[src/rtl/core/legendre_poly_and_derivatives_core_macros.svh]
// Assertion macros for the Legendre polynomial core
`ifndef LEGENDRE_POLY_AND_DERIVATIVES_CORE_MACROS_SVH
`define LEGENDRE_POLY_AND_DERIVATIVES_CORE_MACROS_SVH

// same-cycle implication
`define LPD_ASSERT_NOW(lbl, ante, cons, msg) \
  lbl: assert property (@(posedge clk) disable iff (!rst_n) (ante) |-> (cons)) else $error(msg);

// next-cycle implication
`define LPD_ASSERT_NEXT(lbl, ante, cons, msg) \
  lbl: assert property (@(posedge clk) disable iff (!rst_n) (ante) |=> (cons)) else $error(msg);

`endif

[src/rtl/core/lpd_pkg.sv]
// Shared types, constants and saturation helpers for the Legendre core
package lpd_pkg;

  localparam logic [63:0] ONE_Q32 = 64'h0000_0001_0000_0000;
  localparam logic [63:0] ONE_Q60 = 64'h1000_0000_0000_0000;
  localparam logic [63:0] SAT_MAX = 64'h7FFF_FFFF_FFFF_FFFF;
  localparam logic [63:0] SAT_MIN = 64'h8000_0000_0000_0000;

  localparam logic CFG_DEGREE = 1'b0;
  localparam logic CFG_GUARD  = 1'b1;

  typedef struct packed {
    logic        start;
    logic [63:0] a;
    logic [63:0] b;
    logic        wide;   // mul: shift by 30, div: scale by 2^60
  } op_req_t;

  typedef struct packed {
    logic        done;
    logic [63:0] res;
  } op_rsp_t;

  function automatic logic [63:0] mag(input logic [63:0] a);
    return a[63] ? (64'd0 - a) : a;
  endfunction

  function automatic logic [63:0] from_mag(input logic [63:0] m, input logic neg,
                                           input logic ovf);
    if (neg) begin
      if (ovf || m[63]) return SAT_MIN;
      return 64'd0 - m;
    end
    if (ovf || m[63]) return SAT_MAX;
    return m;
  endfunction

  function automatic logic [63:0] sat_sub(input logic [63:0] a, input logic [63:0] b);
    logic [64:0] d;
    d = {a[63], a} - {b[63], b};
    if (d[64] != d[63]) return d[64] ? SAT_MIN : SAT_MAX;
    return d[63:0];
  endfunction

endpackage

[src/rtl/core/lpd_mul.sv]
// Sequential 64x64 signed multiplier, 32x32 partial products, shift and saturate
module lpd_mul (
  input  logic            clk,
  input  logic            rst_n,
  input  lpd_pkg::op_req_t req,
  output lpd_pkg::op_rsp_t rsp
);
  import lpd_pkg::*;

  logic [63:0]  ua_r, ub_r, res_r;
  logic [127:0] acc_r;
  logic [1:0]   cnt_r;
  logic         neg_r, wide_r, run_r, fin_r, done_r;
  logic [31:0]  ah, bh;
  logic [63:0]  pp;
  logic [1:0]   sh;
  logic [127:0] acc_nxt;
  logic [63:0]  mres;
  logic         movf;

  always_comb begin
    ah = cnt_r[1] ? ua_r[63:32] : ua_r[31:0];
    bh = cnt_r[0] ? ub_r[63:32] : ub_r[31:0];
    pp = ah * bh;
    sh = {1'b0, cnt_r[1]} + {1'b0, cnt_r[0]};
    acc_nxt = acc_r + ({64'd0, pp} << {sh, 5'b0});
    if (wide_r) begin
      mres = acc_r[93:30];
      movf = |acc_r[127:94];
    end else begin
      mres = acc_r[63:0];
      movf = |acc_r[127:64];
    end
  end

  always_ff @(posedge clk) begin
    if (!rst_n) begin
      run_r  <= 1'b0;
      fin_r  <= 1'b0;
      done_r <= 1'b0;
      cnt_r  <= 2'd0;
    end else begin
      done_r <= 1'b0;
      if (req.start) begin
        ua_r   <= mag(req.a);
        ub_r   <= mag(req.b);
        neg_r  <= req.a[63] ^ req.b[63];
        wide_r <= req.wide;
        acc_r  <= 128'd0;
        cnt_r  <= 2'd0;
        run_r  <= 1'b1;
      end else if (run_r) begin
        acc_r <= acc_nxt;
        cnt_r <= cnt_r + 2'd1;
        if (cnt_r == 2'd3) begin
          run_r <= 1'b0;
          fin_r <= 1'b1;
        end
      end else if (fin_r) begin
        fin_r  <= 1'b0;
        done_r <= 1'b1;
        res_r  <= from_mag(mres, neg_r, movf);
      end
    end
  end

  assign rsp.done = done_r;
  assign rsp.res  = res_r;

endmodule

[config.mk]
export PLATFORM = sky130hd
export DESIGN_NAME = lpd_mul
export DESIGN_NICKNAME = d
export VERILOG_FILES = /design/src/rtl/core/legendre_poly_and_derivatives_core_macros.svh /design/src/rtl/core/lpd_pkg.sv /design/src/rtl/core/lpd_mul.sv
export SDC_FILE = /design/constraint.sdc
export NUM_CORES = 2
export LEC_CHECK = 0
export BUFFER_PORTS_ARGS = -buffer_cell sky130_fd_sc_hd__buf_2
export CELL_PAD_IN_SITES_DETAIL_PLACEMENT = 0
export CELL_PAD_IN_SITES_GLOBAL_PLACEMENT = 1
export CORE_MARGIN = 3
export CORE_UTILIZATION = 51
export CTS_BUF_LIST = sky130_fd_sc_hd__clkbuf_4 sky130_fd_sc_hd__clkbuf_8
export DETAILED_ROUTE_END_ITERATION = 16
export PLACE_DENSITY_LB_ADDON = 0.1
export SLEW_MARGIN = 10
export SYNTH_ARGS = -nofsm -noshare
export SYNTH_HDL_FRONTEND = slang
export SYNTH_SLANG_ARGS = --single-unit
[constraint.sdc]
create_clock -name clk -period 31.4 [get_ports clk]
set_clock_uncertainty 0.1 [all_clocks]
set_input_delay 1.57 -clock clk [delete_from_list [all_inputs] [get_ports clk]]
set_output_delay 1.57 -clock clk [all_outputs]
set_load 0.01 [all_outputs]
Yosys cells after proc, flatten, opt, wreduce, memory -nomap -nowiden --
Cells that the tools add are included.
Word-level totals: output and inout bits 65, flip-flop bits (word level) 327, word-level logic and storage cells 71, bits of input ports 132
Operators by class: shift operators 1, eq/ne operators 2, multiplexer cells 35, reduce and logical (&&, ||, !) cells 10, multiply operators 1, bitwise operators 4, $add $sub $neg 6
Operators by type and width (count):
- 64-bit two-way mux | 7
- 1-bit by 64-bit subtractor with 64-bit output (first input constant) | 3
- 128-bit adder | 1
- 128-bit two-way mux | 1
- 64-bit by 7-bit left shift with 128-bit output | 1
- 63-bit two-way mux | 2
- 32-bit by 32-bit multiplier with 64-bit output | 1
- 32-bit two-way mux | 2
- 64-bit OR reduction | 1
- 34-bit OR reduction | 1
- 1-bit two-way mux | 23
- 2-bit AND reduction | 3
- 4-bit AND reduction | 1
- 1-bit inverter | 3
- 3-bit OR reduction | 1
- 1-bit by 1-bit adder with 2-bit output | 1
- 2-bit by 1-bit adder with 2-bit output (second input constant) | 1
- 2-bit == test (second input constant) | 1
- 2-bit by 1-bit != test with 1-bit output (second input constant) | 1
- 2-bit nonzero test | 1
- 2-bit OR reduction | 1
- 1-bit logical OR | 1
- 1-bit bitwise XOR | 1

Longest topological paths before layout --
word-level depth 14, depth in mapped cells 45, mapped depth without buffers 40

Worst setup path before layout --
No wires, ideal clock.
kind reg2reg, start register cnt_r[1], end register acc_r[120], data pin, period minus slack after synthesis 11.504 ns, stages on the path, launching flop included 40, data required time 31.036 ns, data arrival time 11.140 ns, path slack 19.896 ns, path through dfxtp_1 > clkbuf_1 > clkbuf_1 > mux2i_1 > clkbuf_1 > nor2_1 > fa_1 > fa_1 > fa_1 > inv_1 > fa_1 > inv_1 > fa_1 > fa_1 > fa_1 > inv_1 > fa_1 > inv_1 > [4 not listed] > nor2_1 > o41ai_1 > a41oi_1 > o41a_1 > or4_1 > o211ai_1 > ha_1 > clkbuf_1 > nand4_1 > or4_1 > nor3_1 > nand2_1 > nand2_1 > o21ai_0 > o41a_1 > o21ai_0 > or4b_2 > nand4_1
On the way: word-level cells in the longest chain between the ends 5, elaborated cells between the ends (all ways) 6, those cells by class add/sub: 2; mul: 1; shift: 1; mux: 2
RTL lines:
- from (decl) | line lpd_mul.sv:12 | logic [1:0] cnt_r;
- from (signal assigned) | line lpd_mul.sv:54 | cnt_r <= cnt_r + 2'd1;
- 32-bit two-way mux | line lpd_mul.sv:22 | ah = cnt_r[1] ? ua_r[63:32] : ua_r[31:0];
- 32-bit by 32-bit multiplier with 64-bit output | line lpd_mul.sv:24 | pp = ah * bh;
- 64-bit by 7-bit left shift with 128-bit output * | line lpd_mul.sv:26 | acc_nxt = acc_r + ({64'd0, pp} << {sh, 5'b0});
- 128-bit adder * | line lpd_mul.sv:26
- 128-bit two-way mux * | line lpd_mul.sv:52 | end else if (run_r) begin
- to (signal assigned) | line lpd_mul.sv:53 | acc_r <= acc_nxt;
- to (decl) | line lpd_mul.sv:11 | logic [127:0] acc_r;
Mark *: on every way between the ends. The rest lies on a longest branch, timed or not. The select of a mux whose other input is x is not followed. A chain may end at the register's enable or synchronous reset.

Worst setup path after layout --
start register cnt_r[0], end register acc_r[120], data pin
On the way: word-level cells in the longest chain between the ends 5, elaborated cells between the ends (all ways) 6, those cells by class add/sub: 2; mul: 1; shift: 1; mux: 2
RTL lines:
- 32-bit two-way mux | line lpd_mul.sv:23 | bh = cnt_r[0] ? ub_r[63:32] : ub_r[31:0];
- 32-bit by 32-bit multiplier with 64-bit output | line lpd_mul.sv:24
- 64-bit by 7-bit left shift with 128-bit output * | line lpd_mul.sv:26
- 128-bit adder * | line lpd_mul.sv:26
- 128-bit two-way mux * | line lpd_mul.sv:52
Marked as above.

==> qor.yml <==
cts_tree: "built"
cts_buffers: 61
wirelength_um: 227000
yosys.area.top_type: "fa_1"
layout.nets: 8133
placedCellCount: 8147
drc: 0
critPathLaunchType: "register"
worstPathArrival_ps: 14320
post_drt_via_cell_ratio: 6.11
tightestPinTransition_ps: 1340
drive_gt1_share_pct: 8.90
cp-end-kind: "register"
drv_slew: 0
core_um2: 113000
stdcell_count: 8265
htreeDepth: 2
grt_pass1_vias: 50100
syn_avg_cell_area_um2: 8.78
clk_latency_ps: 780
grt_util_all_layers_pct: 37.6
cts-root-buf: "clkbuf_8"
fin_crit_sh_pct: 44.3
port_buffers: 196
gp_congestion: 1.01
initial_utilization_pct: 51.8
num_vias: 50500
n_fill_cell: 10600
ys.flop_type: "edfxtp_1"
post_drt_wl_per_cell_um: 27.4
status: "completed"
grt_overflow: 0
cts-resized-gates: 0
synth_edf_count: 322
slew_headroom_pct: 9.82
setup_slack_ps: 17490
crit_required_ps: 31800
fmaxAchievable_mhz: 71.9
drtIter0Drc: 5613
dp_hpwl_um: 182000
area_growth_pct: 6.95
synth-warning-count: 0
fin_tns_setup_ps: 0
critPathKind: "reg2reg"
clockBufferDepth: 3
cts.sinks: 327
whs_ps: 391
synth_area_um2: 58600
cpPeakStageDelay_ps: 940
crit_path_max_fanout: 51
final_common_cell: "nor2_1"
finalSetupViolCount: 0
clk_pin_slew_worst_paths_ps: 60
die_h_um: 345
ys_types: 86
row_count: 123
pre_cts_ws_ps: 17670
synth_top_area_share_pct: 30.6
synthArstFlopShare_pct: 0
grt_start_max_net_pins: 84
synth_seq_cells: 327
grt_antenna_before_repair: 10
synthTopCellsByArea: "fa_1 31%, edfxtp_1 16%, ha_1 8.4%, nor2_1 5.9%, inv_1 5.9%"
ios: 197
period_needed_ps: 13910
crit_top_cell: "fa_1"
die_width_um: 345
layout_common_cells: "924 x nor2_1, 921 x inv_1, 897 x fa_1"
die-area_um2: 119000
antenna_left: 0
cts_setup_buffers: 0
hold_violations: 0
drt-pass1-iter-count: 6
cp_slowest_cell: "a2111oi_1"
hold_buffers: 0
synthCells: 6675
drv_cap: 0
grt_pass1_wl_um: 332000
synth_nets: 8098
grt_setup_unrepaired: "false"
hp-class: "reg2reg"
yosysSeqAreaShare_pct: 16.7
==> layer usage <==
metal	up-vias	share of wire, %	global-route usage, %
met5	-	0.018	0
met4	6	4.2	13.5
met3	501	12	11.6
met2	2732	42	54.6
met1	25400	41	53.1
li1	21900	-	-
==> final cells by class <==
cell class                 instances  area (um^2)  share of cell area (%)
antenna                            4         10.0                  0.0160
sequential                       327         9780                    15.6
multi-input combinational       5091        44400                    70.8
clock buffer                      84         1040                    1.66
clock inverter                    30          328                   0.523
timing repair buffer             306         1810                    2.89
tap                             1500         1880                    2.99
inverter                         923         3470                    5.53
==> cell usage after synthesis (all sizes together), types with 26 or more instances <==
master	n
a21oi	329
nor2	924
and2	56
o22ai	36
o21bai	66
xor2	72
nand3	63
edfxtp	322
nand2b	39
a21boi	26
o21ai	267
nand4	97
o31ai	60
clkbuf	302
a21o	86
nor3	89
nor4	30
inv	922
mux2	85
mux2i	128
xnor2	252
fa	897
nor2b	27
buf	32
or3	51
nand2	733
ha	394
==> critical path: cells and delay by family (launching register included) <==
family	cells	cell delay, ps
multiplexers	1	760
AO/OA/AOI/OAI	11	4010
adder cells (fa/ha/maj)	10	4850
AND/OR/NAND/NOR	11	2480
flip-flops	1	450
buffers and inverters	5	1010
==> per-stage QoR <==
step	area, um^2	util, %
floorplan	58600	-
global placement	61300	54.1
detailed placement	61300	54.1
CTS	62700	55.3
global route	62700	55.4
finish	62700	55.4
==> final timing paths <==
path	startpoint	to	slack [ps]	depth (start not counted)
min reg2reg	fin_r$_SDFFE_PN0P_	fin_r$_SDFFE_PN0P_	390	2
max	cnt_r[0]$_SDFFE_PP0P_	acc_r[120]$_SDFFCE_PP0P_	17490	38
min	fin_r$_SDFFE_PN0P_	fin_r$_SDFFE_PN0P_	390	2
max reg2reg	cnt_r[0]$_SDFFE_PP0P_	acc_r[120]$_SDFFCE_PP0P_	17490	38
==> logic make-up after synthesis <==
kind of cell / synth area share, %
xor gates and xnor gates: 4.84
muxes: 3.82
adders and majority gates: 39.0
DFF: 16.7
buffers and inverters: 8.06
and+or+nand+nor: 16.5
AOI/OAI and AO/OA: 11.0
==> registers in the layout, indices dropped and copies added (netlist names) <==
register and count:
acc_r 128, res_r 64, ua_r 64, ub_r 64
cnt_r 2, done_r 1, fin_r 1, neg_r 1
run_r 1, wide_r 1
Power is left out: the tool's default activity adds up to more than one toggle a clock period on the data nets, which glitch-free logic cannot reach.
