## src/rtl/core/legendre_poly_and_derivatives_core_macros.svh

```systemverilog
// Assertion macros for the Legendre polynomial core
`ifndef LEGENDRE_POLY_AND_DERIVATIVES_CORE_MACROS_SVH
`define LEGENDRE_POLY_AND_DERIVATIVES_CORE_MACROS_SVH

// same-cycle implication
`define LPD_ASSERT_NOW(lbl, ante, cons, msg) \
  lbl: assert property (@(posedge clk) disable iff (!rst_n) (ante) |-> (cons)) else $error(msg);

// next-cycle implication
`define LPD_ASSERT_NEXT(lbl, ante, cons, msg) \
  lbl: assert property (@(posedge clk) disable iff (!rst_n) (ante) |=> (cons)) else $error(msg);

`endif

```

## src/rtl/core/lpd_pkg.sv

```systemverilog
// Shared types, constants and saturation helpers for the Legendre core
package lpd_pkg;

  localparam logic [63:0] ONE_Q32 = 64'h0000_0001_0000_0000;
  localparam logic [63:0] ONE_Q60 = 64'h1000_0000_0000_0000;
  localparam logic [63:0] SAT_MAX = 64'h7FFF_FFFF_FFFF_FFFF;
  localparam logic [63:0] SAT_MIN = 64'h8000_0000_0000_0000;

  localparam logic CFG_DEGREE = 1'b0;
  localparam logic CFG_GUARD  = 1'b1;

  typedef struct packed {
    logic        start;
    logic [63:0] a;
    logic [63:0] b;
    logic        wide;   // mul: shift by 30, div: scale by 2^60
  } op_req_t;

  typedef struct packed {
    logic        done;
    logic [63:0] res;
  } op_rsp_t;

  function automatic logic [63:0] mag(input logic [63:0] a);
    return a[63] ? (64'd0 - a) : a;
  endfunction

  function automatic logic [63:0] from_mag(input logic [63:0] m, input logic neg,
                                           input logic ovf);
    if (neg) begin
      if (ovf || m[63]) return SAT_MIN;
      return 64'd0 - m;
    end
    if (ovf || m[63]) return SAT_MAX;
    return m;
  endfunction

  function automatic logic [63:0] sat_sub(input logic [63:0] a, input logic [63:0] b);
    logic [64:0] d;
    d = {a[63], a} - {b[63], b};
    if (d[64] != d[63]) return d[64] ? SAT_MIN : SAT_MAX;
    return d[63:0];
  endfunction

endpackage

```

## src/rtl/core/lpd_div.sv

```systemverilog
// Restoring divider, one quotient bit per cycle, optional 2^60 scaling, saturating
module lpd_div (
  input  logic            clk,
  input  logic            rst_n,
  input  lpd_pkg::op_req_t req,
  output lpd_pkg::op_rsp_t rsp
);
  import lpd_pkg::*;

  logic [127:0] d_r;
  logic [63:0]  ub_r, rem_r, q_r, res_r;
  logic [7:0]   cnt_r;
  logic         neg_r, ovf_r, run_r, fin_r, done_r;
  logic [63:0]  ua, ub;
  logic [64:0]  r2;
  logic         ge;
  logic [63:0]  rem_nxt;

  always_comb begin
    ua = mag(req.a);
    ub = mag(req.b);
    r2 = {rem_r, d_r[127]};
    ge = r2 >= {1'b0, ub_r};
    rem_nxt = ge ? (r2[63:0] - ub_r) : r2[63:0];
  end

  always_ff @(posedge clk) begin
    if (!rst_n) begin
      run_r  <= 1'b0;
      fin_r  <= 1'b0;
      done_r <= 1'b0;
      cnt_r  <= 8'd0;
    end else begin
      done_r <= 1'b0;
      if (req.start) begin
        neg_r <= req.a[63] ^ req.b[63];
        ub_r  <= ub;
        rem_r <= 64'd0;
        q_r   <= 64'd0;
        ovf_r <= 1'b0;
        if (ua == 64'd0) begin
          res_r  <= 64'd0;
          done_r <= 1'b1;
        end else if (ub == 64'd0) begin
          res_r  <= req.a[63] ? SAT_MIN : SAT_MAX;
          done_r <= 1'b1;
        end else begin
          run_r <= 1'b1;
          if (req.wide) begin
            d_r   <= {64'd0, ua} << 60;
            cnt_r <= 8'd128;
          end else begin
            d_r   <= {ua, 64'd0};
            cnt_r <= 8'd64;
          end
        end
      end else if (run_r) begin
        d_r   <= {d_r[126:0], 1'b0};
        rem_r <= rem_nxt;
        ovf_r <= ovf_r | q_r[63];
        q_r   <= {q_r[62:0], ge};
        cnt_r <= cnt_r - 8'd1;
        if (cnt_r == 8'd1) begin
          run_r <= 1'b0;
          fin_r <= 1'b1;
        end
      end else if (fin_r) begin
        fin_r  <= 1'b0;
        done_r <= 1'b1;
        res_r  <= from_mag(q_r, neg_r, ovf_r);
      end
    end
  end

  assign rsp.done = done_r;
  assign rsp.res  = res_r;

endmodule
```

## config.mk

```make
export PLATFORM = sky130hd
export DESIGN_NAME = lpd_div
export DESIGN_NICKNAME = d
export VERILOG_FILES = /design/src/rtl/core/legendre_poly_and_derivatives_core_macros.svh /design/src/rtl/core/lpd_pkg.sv /design/src/rtl/core/lpd_div.sv
export SDC_FILE = /design/constraint.sdc
export NUM_CORES = 1
export LEC_CHECK = 0
export BUFFER_PORTS_ARGS = -buffer_cell sky130_fd_sc_hd__buf_2
export CAP_MARGIN = 5
export CELL_PAD_IN_SITES_DETAIL_PLACEMENT = 1
export CELL_PAD_IN_SITES_GLOBAL_PLACEMENT = 1
export CORE_ASPECT_RATIO = 0.6
export CORE_MARGIN = 4
export CORE_UTILIZATION = 48
export DETAILED_ROUTE_END_ITERATION = 8
export GPL_ROUTABILITY_DRIVEN = 1
export MAX_ROUTING_LAYER = met4
export PLACE_DENSITY = 0.93
export SLEW_MARGIN = 20
export SYNTH_ARGS = -nofsm -noshare
export SYNTH_HDL_FRONTEND = slang
export SYNTH_SLANG_ARGS = --single-unit
```

## constraint.sdc

```tcl
create_clock -name clk -period 9.1 [get_ports clk]
set_input_delay 1.365 -clock clk [delete_from_list [all_inputs] [get_ports clk]]
set_output_delay 1.365 -clock clk [all_outputs]
set_load 0.01 [all_outputs]
```

# Yosys cells after proc, flatten, opt, wreduce, memory -nomap -nowiden
# Index checks and enable logic that the tools add are counted.
[classes]
n_addsub = 5
n_mul = 0
div = 0
magnitude_cmp = 1
eq_ne = 6
n_shift = 0
n_mux = 56
bitwise_logic = 3
reduce_logical = 12
[ops]
columns = ["operator", "n"]
rows = [
  ["$mux 64", 17],
  ["$mux 128", 5],
  ["$sub 1x64->64 const A", 3],
  ["$logic_not 64->1", 2],
  ["$ge 65x64->1", 1],
  ["$sub 64x64->64", 1],
  ["$mux 8", 5],
  ["$mux 1", 29],
  ["$eq 8x1->1 const B", 1],
  ["$reduce_and 2->1", 4],
  ["$reduce_and 4->1", 2],
  ["$sub 8x1->8 const B", 1],
  ["$ne 2x2->1 const B", 3],
  ["$reduce_bool 2->1", 2],
  ["$ne 3x1->1 const B", 1],
  ["$reduce_and 3->1", 1],
  ["$ne 2x1->1 const B", 1],
  ["$logic_or 1x1->1", 1],
  ["$not 1->1", 1],
  ["$or 1x1->1", 1],
  ["$xor 1x1->1", 1],
]
[word_totals]
register_bits = 397
latch_bits = 0
ramBits = 0
rom_bits = 0
out_inout_bits = 65
word_cells = 94
mem_count = 0

# Logic depth before layout (Yosys ltp)
# Gate-level depths: netlist of the first run.
[depth]
ltp_word = 15
depth_mapped = 16
mapped_depth_nobuf = 14

# Worst setup path after synthesis of the first run
# No wires, ideal clock.
[synth_timing]
kind = "in2reg"
startpoint = "input port req[75] in the netlist's numbering"
endpoint = "register res_r[0] (enable)"
setup_time_ns = 0.427
t_arrival_ns = 6.428
slack_ns = 2.246
path_stages = 15
path_cell_list = "buf_6 -> or4_4 -> buf_6 -> or4_4 -> buf_6 -> or4_4 -> o41ai_4 -> xnor2_1 -> or4b_1 -> nor4_2 -> and4_1 -> or2_1 -> and2_4 -> buf_6 -> o21a_1"
[synth_via]
elab_chain_cells = 5
[synth_rtl]
columns = ["element", "line", "source"]
rows = [
  ["start: declaration", "lpd_div.sv:5", "input lpd_pkg::op_req_t req,"],
  ["$sub 1x64->64", "lpd_pkg.sv:25", "return a[63] ? (64'd0 - a) : a;"],
  ["$mux 64 *", "lpd_pkg.sv:25", ""],
  ["$logic_not 64->1 *", "lpd_div.sv:41", "if (ua == 64'd0) begin"],
  ["$ne 3x1->1 (no line) *", "-", ""],
  ["$reduce_and 4->1 (no line) *", "-", ""],
  ["end signal: assignment", "lpd_div.sv:45", "res_r <= req.a[63] ? SAT_MIN : SAT_MAX;"],
  ["end signal: assignment", "lpd_div.sv:70", "res_r <= from_mag(q_r, neg_r, ovf_r);"],
  ["end: declaration", "lpd_div.sv:11", "logic [63:0] ub_r, rem_r, q_r, res_r;"],
]
# Mark *: on every way between the ends. The rest lies on a longest branch, timed or not.
# A chain may end at the register's enable or synchronous reset.

# Final worst setup path of the first run
[layout_timing]
startpoint = "input port req[77] in the netlist's numbering"
endpoint = "register res_r[11] (enable)"
# The elaborated chain is that of the path after synthesis.

==> impl_metrics.yaml, run 1 <==
logic_synthesis:
  synthTopCellsByArea: "edfxtp_1 (41%), xnor2_1 (4.9%), o21ai_0 (4.2%)"
  synth_top_area_cell: "edfxtp_1"
  synthMuxAreaShare: 0.0510
  ys_ff_latch: 337
  syn_area_um2: 24100
  yosysTopAreaCellShare: 0.407
  synth_top_family_by_area: "simple AND/OR/NAND/NOR gates"
  async_reset_ff_frac: 0
  yosys.area_share.xor_xnor: 0.0790
  syn-num-nets: 2797
  synth-simple-area-share: 0.200
  synth_cell_type_count: 90
  synth.avg_cell_area_um2: 9.28
  synth-edff-count: 326
  ys_seq_area_frac: 0.416
  synth_fa_ha_area_frac: 0.0378
  yosysWarnings: 0
  ys.flop_type: "edfxtp_1"
  synth_common_cells: "edfxtp_1 (326), nor2_1 (232), nand2_1 (220)"
  synthCells: 2593
  synth_compound_area_frac: 0.172
  yosysMostFrequentCell: "edfxtp_1"
placed_design:
  placedCellCount: 3303
  dpl_cell_area_um2: 25400
  dpl.hpwl_um: 57900
  place_ws_ns: 2.22
  numPortBuffers: 196
  gp_congestion: 0.975
die:
  ios: 197
  core_area_um2: 49500
  die_x_um: 297
  die_h_um: 181
  rows: 63
  start_util: 0.486
  die_area_um2: 53900
sta:
  worst_pin_slew_ns: 1.05
  min_period_over_period: 0.708
  fin_skew_ns: 0.0284
  fin_crit_ns: 6.44
  hold_slack_ns: 0.465
  fin_tns_setup_ns: 0
  hold_violations: 0
  slew_viol_final: 0
  rsz0062_at_grt: "false"
  slew_headroom: 0.291
  fin_ws_ns: 2.66
  fmax_mhz: 155
  setup_viol: 0
cts:
  ctsResizeCount: 0
  cts_made_buffers: 36
  root_buffer: "clkbuf_16"
  htree_levels: 2
  cts_setup_buffers: 0
  clk_latency_ns: 0.55
  cts_buffer_depth: 3
  cts_tree: "yes"
  clkTransAtPathRegs_ns: 0.06
  cts_num_sinks: 337
  cts_hold_buf: 0
global_route:
  antenna_found_initial: 4
  grt_usage: 0.300
  grt_start_max_net_pins: 103
  overflow: 0
  grt_first_pass_wirelength_um: 127000
  first_global_vias: 22000
layout:
  area_growth_pct: 10.4
  nets: 2896
  utilization: 0.537
  drive_above_1_share: 0.138
  fin_area_um2: 26600
  fin_cells: 3371
worst_setup_path:
  cp.buffers_inverters: 2
  cp_top_family: "simple AND/OR/NAND/NOR gates"
  criticalPathCategory: "in2reg"
  critical_path.startpoint: "req[77]"
  startpoint_type: "input port"
  crit_path_max_fanout: 64
  cp.arrival_ns: 6.61
  rrSetupSlack_ns: 3.43
  path_cells: "buf_2, or4_4, nor4_2, nand4_1, o31ai_1, xor2_1, or4b_1, nor4_2, and4_1, or2_1, and2_4, o21a_2, buf_4"
  worst_r2r_endpoint: "rem_r[60]"
  required_ns: 9.27
  cp-end-kind: "register"
  cp_slowest_cell: "nor4_2"
  critical_path.most_common_cell: "nor4_2"
  rr_worst_depth: 12
  r2r-start: "rem_r[26]"
  max_stage_delay_ns: 0.77
power_and_ir_drop:
  p_leak_nw: 9.82
  power_density_nw_per_um2: 177
  ir_drop_v: 0.000115
  power.total_mw: 4.69
routing:
  routed_wirelength_um: 81200
  wl_per_cell_um: 24.1
  dr.pass1.iters: 5
  drtAntennaViolNets: 0
  viasPerCell: 6.54
  vias: 22000
  drt-initial-drc-count: 2444
  drc_errors: 0
worst_hold_path:
  min_path_type: "reg2reg"
  whs_endpoint: "fin_r"
  hold_depth: 1
  worstHoldStart: "fin_r"
job:
  cap_violations: 0
status:
  status: "finished clean"
[cell usage in the layout, fill, tap and decap left out, types with 14 or more instances in the layout]
master,netlist,routed
inv_1,99,99
or3_1,41,41
o31ai_1,40,40
mux2i_1,64,64
clkbuf_16,0,37
nor2_1,232,232
xor2_1,82,82
a21o_1,42,42
or2_2,16,16
buf_2,8,195
o41ai_1,30,30
nand3_1,58,57
nor2b_1,80,80
ha_1,71,71
xnor2_1,135,135
a21oi_1,148,148
edfxtp_1,326,326
and3_1,14,14
nand2b_1,20,20
o21ai_0,203,203
nand4_1,42,42
or4_1,27,27
mux2_2,52,52
nor4_1,57,57
a31oi_1,25,25
a211oi_1,19,19
nor3_1,75,74
nand2_1,220,220
buf_4,2,21
o22a_1,18,18
[layout make-up]
type                    instances  area, um^2
clock inverters                17         164
clock buffers                  48         987
well taps                     650         813
repair buffers                218        1170
inverters                      99         372
fillers                      5722       22900
diodes                          2        5.00
flip-flops and latches        337       10000
multi-input cells            2000       13000
[sequential cells by signal (all words and copies together) (netlist names)]
register	count
d_r	68
q_r	64
rem_r	64
res_r	64
ub_r	64
cnt_r	8
done_r	1
fin_r	1
neg_r	1
ovf_r	1
run_r	1
[worst register-to-register path, stage by stage, from the launching register on]
cell,delay [ns]
edfxtp_1,0.46
ha_1,0.57
nand4_1,0.19
nor4_1,0.65
and3_1,0.33
nand3_1,0.12
nor4_1,0.49
a2111oi_0,0.25
o21ai_0,0.20
o21a_2,0.19
buf_4,0.72
nand2_1,0.66
o21ai_0,0.57
[kinds of logic after synthesis]
logic type,count (synthesis)
xor+xnor,217
mux,116
fa+ha+maj,72
compound gates,647
buf+inv,256
flops,337
simple gates,948
[worst max path at each step]
| stage | end | slack (ns) | depth (start not counted) |
|---|---|---|---|
| after floorplan | res_r[0] | 2.25 | 15 |
| after global placement | res_r[48] | 2.42 | 13 |
| after detailed placement | res_r[22] | 2.22 | 13 |
| after CTS | res_r[49] | 2.71 | 13 |
| after global routing | res_r[9] | 2.30 | 14 |
| final | res_r[11] | 2.66 | 13 |
[per-layer routing]
metal	vias to the layer above	wire length (um)	part of all wire	global-route usage
li1	9828	-	-	-
met1	11000	37200	0.46	0.439
met2	1071	35600	0.44	0.446
met3	120	6950	0.086	0.0434
met4	0	1490	0.018	0.0591
met5	-	0	0	-
[where the power goes]
group	internal, mW	switching, mW
clock	0.852	0.652
sequential	1.85	0.0698
combinational	0.462	0.811
Power figures use the tool's default switching activity.
==> run 2, diff against run 1 <==
- ABC_AREA: default -> 1
- CORE_UTILIZATION: 48 -> 45
- PLACE_DENSITY: 0.93 -> 0.92
- clock period: 9.1 -> 6.4 ns (I/O delays scaled with it)
==> run 2 against run 1 <==
  * Sequential cell count stayed put
  * Utilization fell by 2.8 points
  * Count of clock-buffer cells in the layout shrank 4
  * Register-to-register slack got worse by 1.4 ns
  * Design area increased by 4.6%
  * Clock skew grew 0.023 ns
  * Sequential share of layout area is 1.7 points lower
  * Non-clock buffer count is 7 lower
  * Critical path depth rose by 4
  * Largest power group unchanged
==> impl_metrics.yaml, run 2 <==
status:
  status: "finished clean"
power_and_ir_drop:
  ir_drop_v: 0.000178
  swShare: 0.350
  p_leak_nw: 11.5
  clkPwrFrac: 0.319
  power.total_mw: 6.64
  intPower_mw: 4.31
  power_density_nw_per_um2: 239
  p_sw_mw: 2.32
  p_comb_frac: 0.271
  p_seq_frac: 0.409
routing:
  routed_wirelength_um: 101000
  drtAntennaViolNets: 0
  dr.pass1.iters: 5
  wl_per_cell_um: 23.4
  drc_errors: 0
  vias: 25900
  viasPerCell: 5.99
  drt-initial-drc-count: 3202
worst_setup_path:
  criticalPathCategory: "reg2reg"
  cp-end-kind: "register"
  crit_path_max_fanout: 73
  required_ns: 6.78
  cp.arrival_ns: 4.77
  startpoint_type: "register"
die:
  ios: 197
  die_x_um: 312
  die_h_um: 191
  rows: 66
  start_util: 0.458
  core_area_um2: 54600
  die_area_um2: 59600
sta:
  slew_viol_final: 0
  fin_ws_ns: 2.01
  hold_violations: 0
  setup_viol: 0
  fmax_mhz: 228
  rsz0062_at_grt: "false"
  worst_pin_slew_ns: 1.06
  min_period_over_period: 0.686
  fin_tns_setup_ns: 0
  fin_skew_ns: 0.0517
  hold_slack_ns: 0.520
  slew_headroom: 0.293
  fin_crit_ns: 4.39
layout:
  drive_above_1_share: 0.106
  final_common_cell: "nand2_1"
  top_register: "d_r"
  final_cell_mix: "nand2_1 (787), nor2_1 (533), inv_1 (404), edfxtp_1 (326), o21ai_0 (221)"
  nets: 3758
  fin_area_um2: 27800
  area_growth_pct: 11.0
  largest_reg_flops: 68
global_route:
  first_global_vias: 25500
  antenna_found_initial: 2
  grt_start_max_net_pins: 130
  grt_usage: 0.339
  grt_first_pass_wirelength_um: 153000
  overflow: 0
job:
  cap_violations: 0
cts:
  root_buffer: "clkbuf_16"
  clk_latency_ns: 0.56
  cts_buffer_depth: 3
  clkTransAtPathRegs_ns: 0.07
  cts_num_sinks: 337
  cts_tree: "yes"
  ctsResizeCount: 0
  cts_hold_buf: 0
  cts_setup_buffers: 0
  htree_levels: 2
  cts_made_buffers: 37
logic_synthesis:
  synth-edff-count: 326
  synthCells: 3404
  yosysMostFrequentCell: "nand2_1"
  synth_cell_type_count: 55
  synth_common_cells: "nand2_1 (787), nor2_1 (536), inv_1 (406)"
  yosysTopAreaCellShare: 0.391
  yosysWarnings: 0
  synth_top_area_cell: "edfxtp_1"
  synth.avg_cell_area_um2: 7.35
  ys.flop_type: "edfxtp_1"
  ys_ff_latch: 337
  syn-num-nets: 3608
  syn_area_um2: 25000
  synthTopCellsByArea: "edfxtp_1 (39%), nand2_1 (12%), nor2_1 (8.0%)"
  ys_seq_area_frac: 0.400
  async_reset_ff_frac: 0
placed_design:
  dpl_cell_area_um2: 26600
  dpl.hpwl_um: 78200
  numPortBuffers: 196
  gp_congestion: 1.04
  place_ws_ns: 1.69
worst_hold_path:
  min_path_type: "reg2reg"
## run 2: area by class of cell
| class | count | area (um^2) |
|---|---|---|
| flip-flops and latches | 337 | 10000 |
| clock inverters | 20 | 156 |
| fillers | 6982 | 26800 |
| repair buffers | 211 | 1110 |
| well taps | 748 | 936 |
| inverters | 426 | 1600 |
| diodes | 2 | 5.00 |
| multi-input cells | 2541 | 13000 |
| clock buffers | 44 | 983 |
## run 2: metrics by stage
step                      std cells  utilization
after floorplan                3404            -
final                          4329        0.509
after global placement         4263        0.488
after CTS                      4327        0.509
after detailed placement       4263        0.488
after global routing           4329        0.509
## run 2: worst paths after layout
check | startpoint | to | slack (ns) | cells after the start
hold / removal | fin_r | fin_r | 0.52 | 2
setup reg to reg | ub_r[2] | rem_r[15] | 2.01 | 17
hold reg to reg | fin_r | fin_r | 0.52 | 2
setup / recovery | ub_r[2] | rem_r[15] | 2.01 | 17
## run 2: logic make-up after synthesis
| group | Yosys count | share of synthesized area |
|---|---|---|
| simple gates | 1743 | 0.299 |
| compound gates | 619 | 0.144 |
| buf+inv | 526 | 0.0830 |
| flops | 337 | 0.400 |
| xor+xnor | 107 | 0.0375 |
| fa+ha+maj | 72 | 0.0363 |
## run 2: power groups by stage
| stage | Clock [mW] | Sequential [mW] | Combinational [mW] |
|---|---|---|---|
| 3_3_place_gp | 0 | 2.74 | 1.63 |
| 2_1_floorplan | 0 | 2.72 | 1.12 |
| 3_5_place_dp | 0 | 2.75 | 1.70 |
| 5_1_grt | 2.22 | 2.73 | 1.93 |
| 6_report | 2.12 | 2.72 | 1.80 |
| 4_1_cts | 2.13 | 2.71 | 1.73 |
## run 2: worst max-delay path, stage by stage, from the launching register on
cell and delay [ns]:
edfxtp_1 0.37, inv_1 0.14, ha_1 0.38, nand2_1 0.10, o21ai_2 0.20, a21boi_1 0.19
o21bai_2 0.27, nand3_1 0.11, nand2_1 0.20, nand2_1 0.08, nand3_1 0.21, nand3_1 0.11
nand2_1 0.16, nand2_1 0.11, nand2_4 0.55, buf_4 0.56, o21ai_0 0.20, a21oi_1 0.25
## run 2: routing by layer
metal | track usage | share of wire | vias to the layer above
met5 | - | 0 | -
met2 | 0.477 | 0.41 | 1397
li1 | - | - | 11700
met4 | 0.0572 | 0.017 | 0
met3 | 0.0748 | 0.12 | 125
met1 | 0.505 | 0.46 | 12700
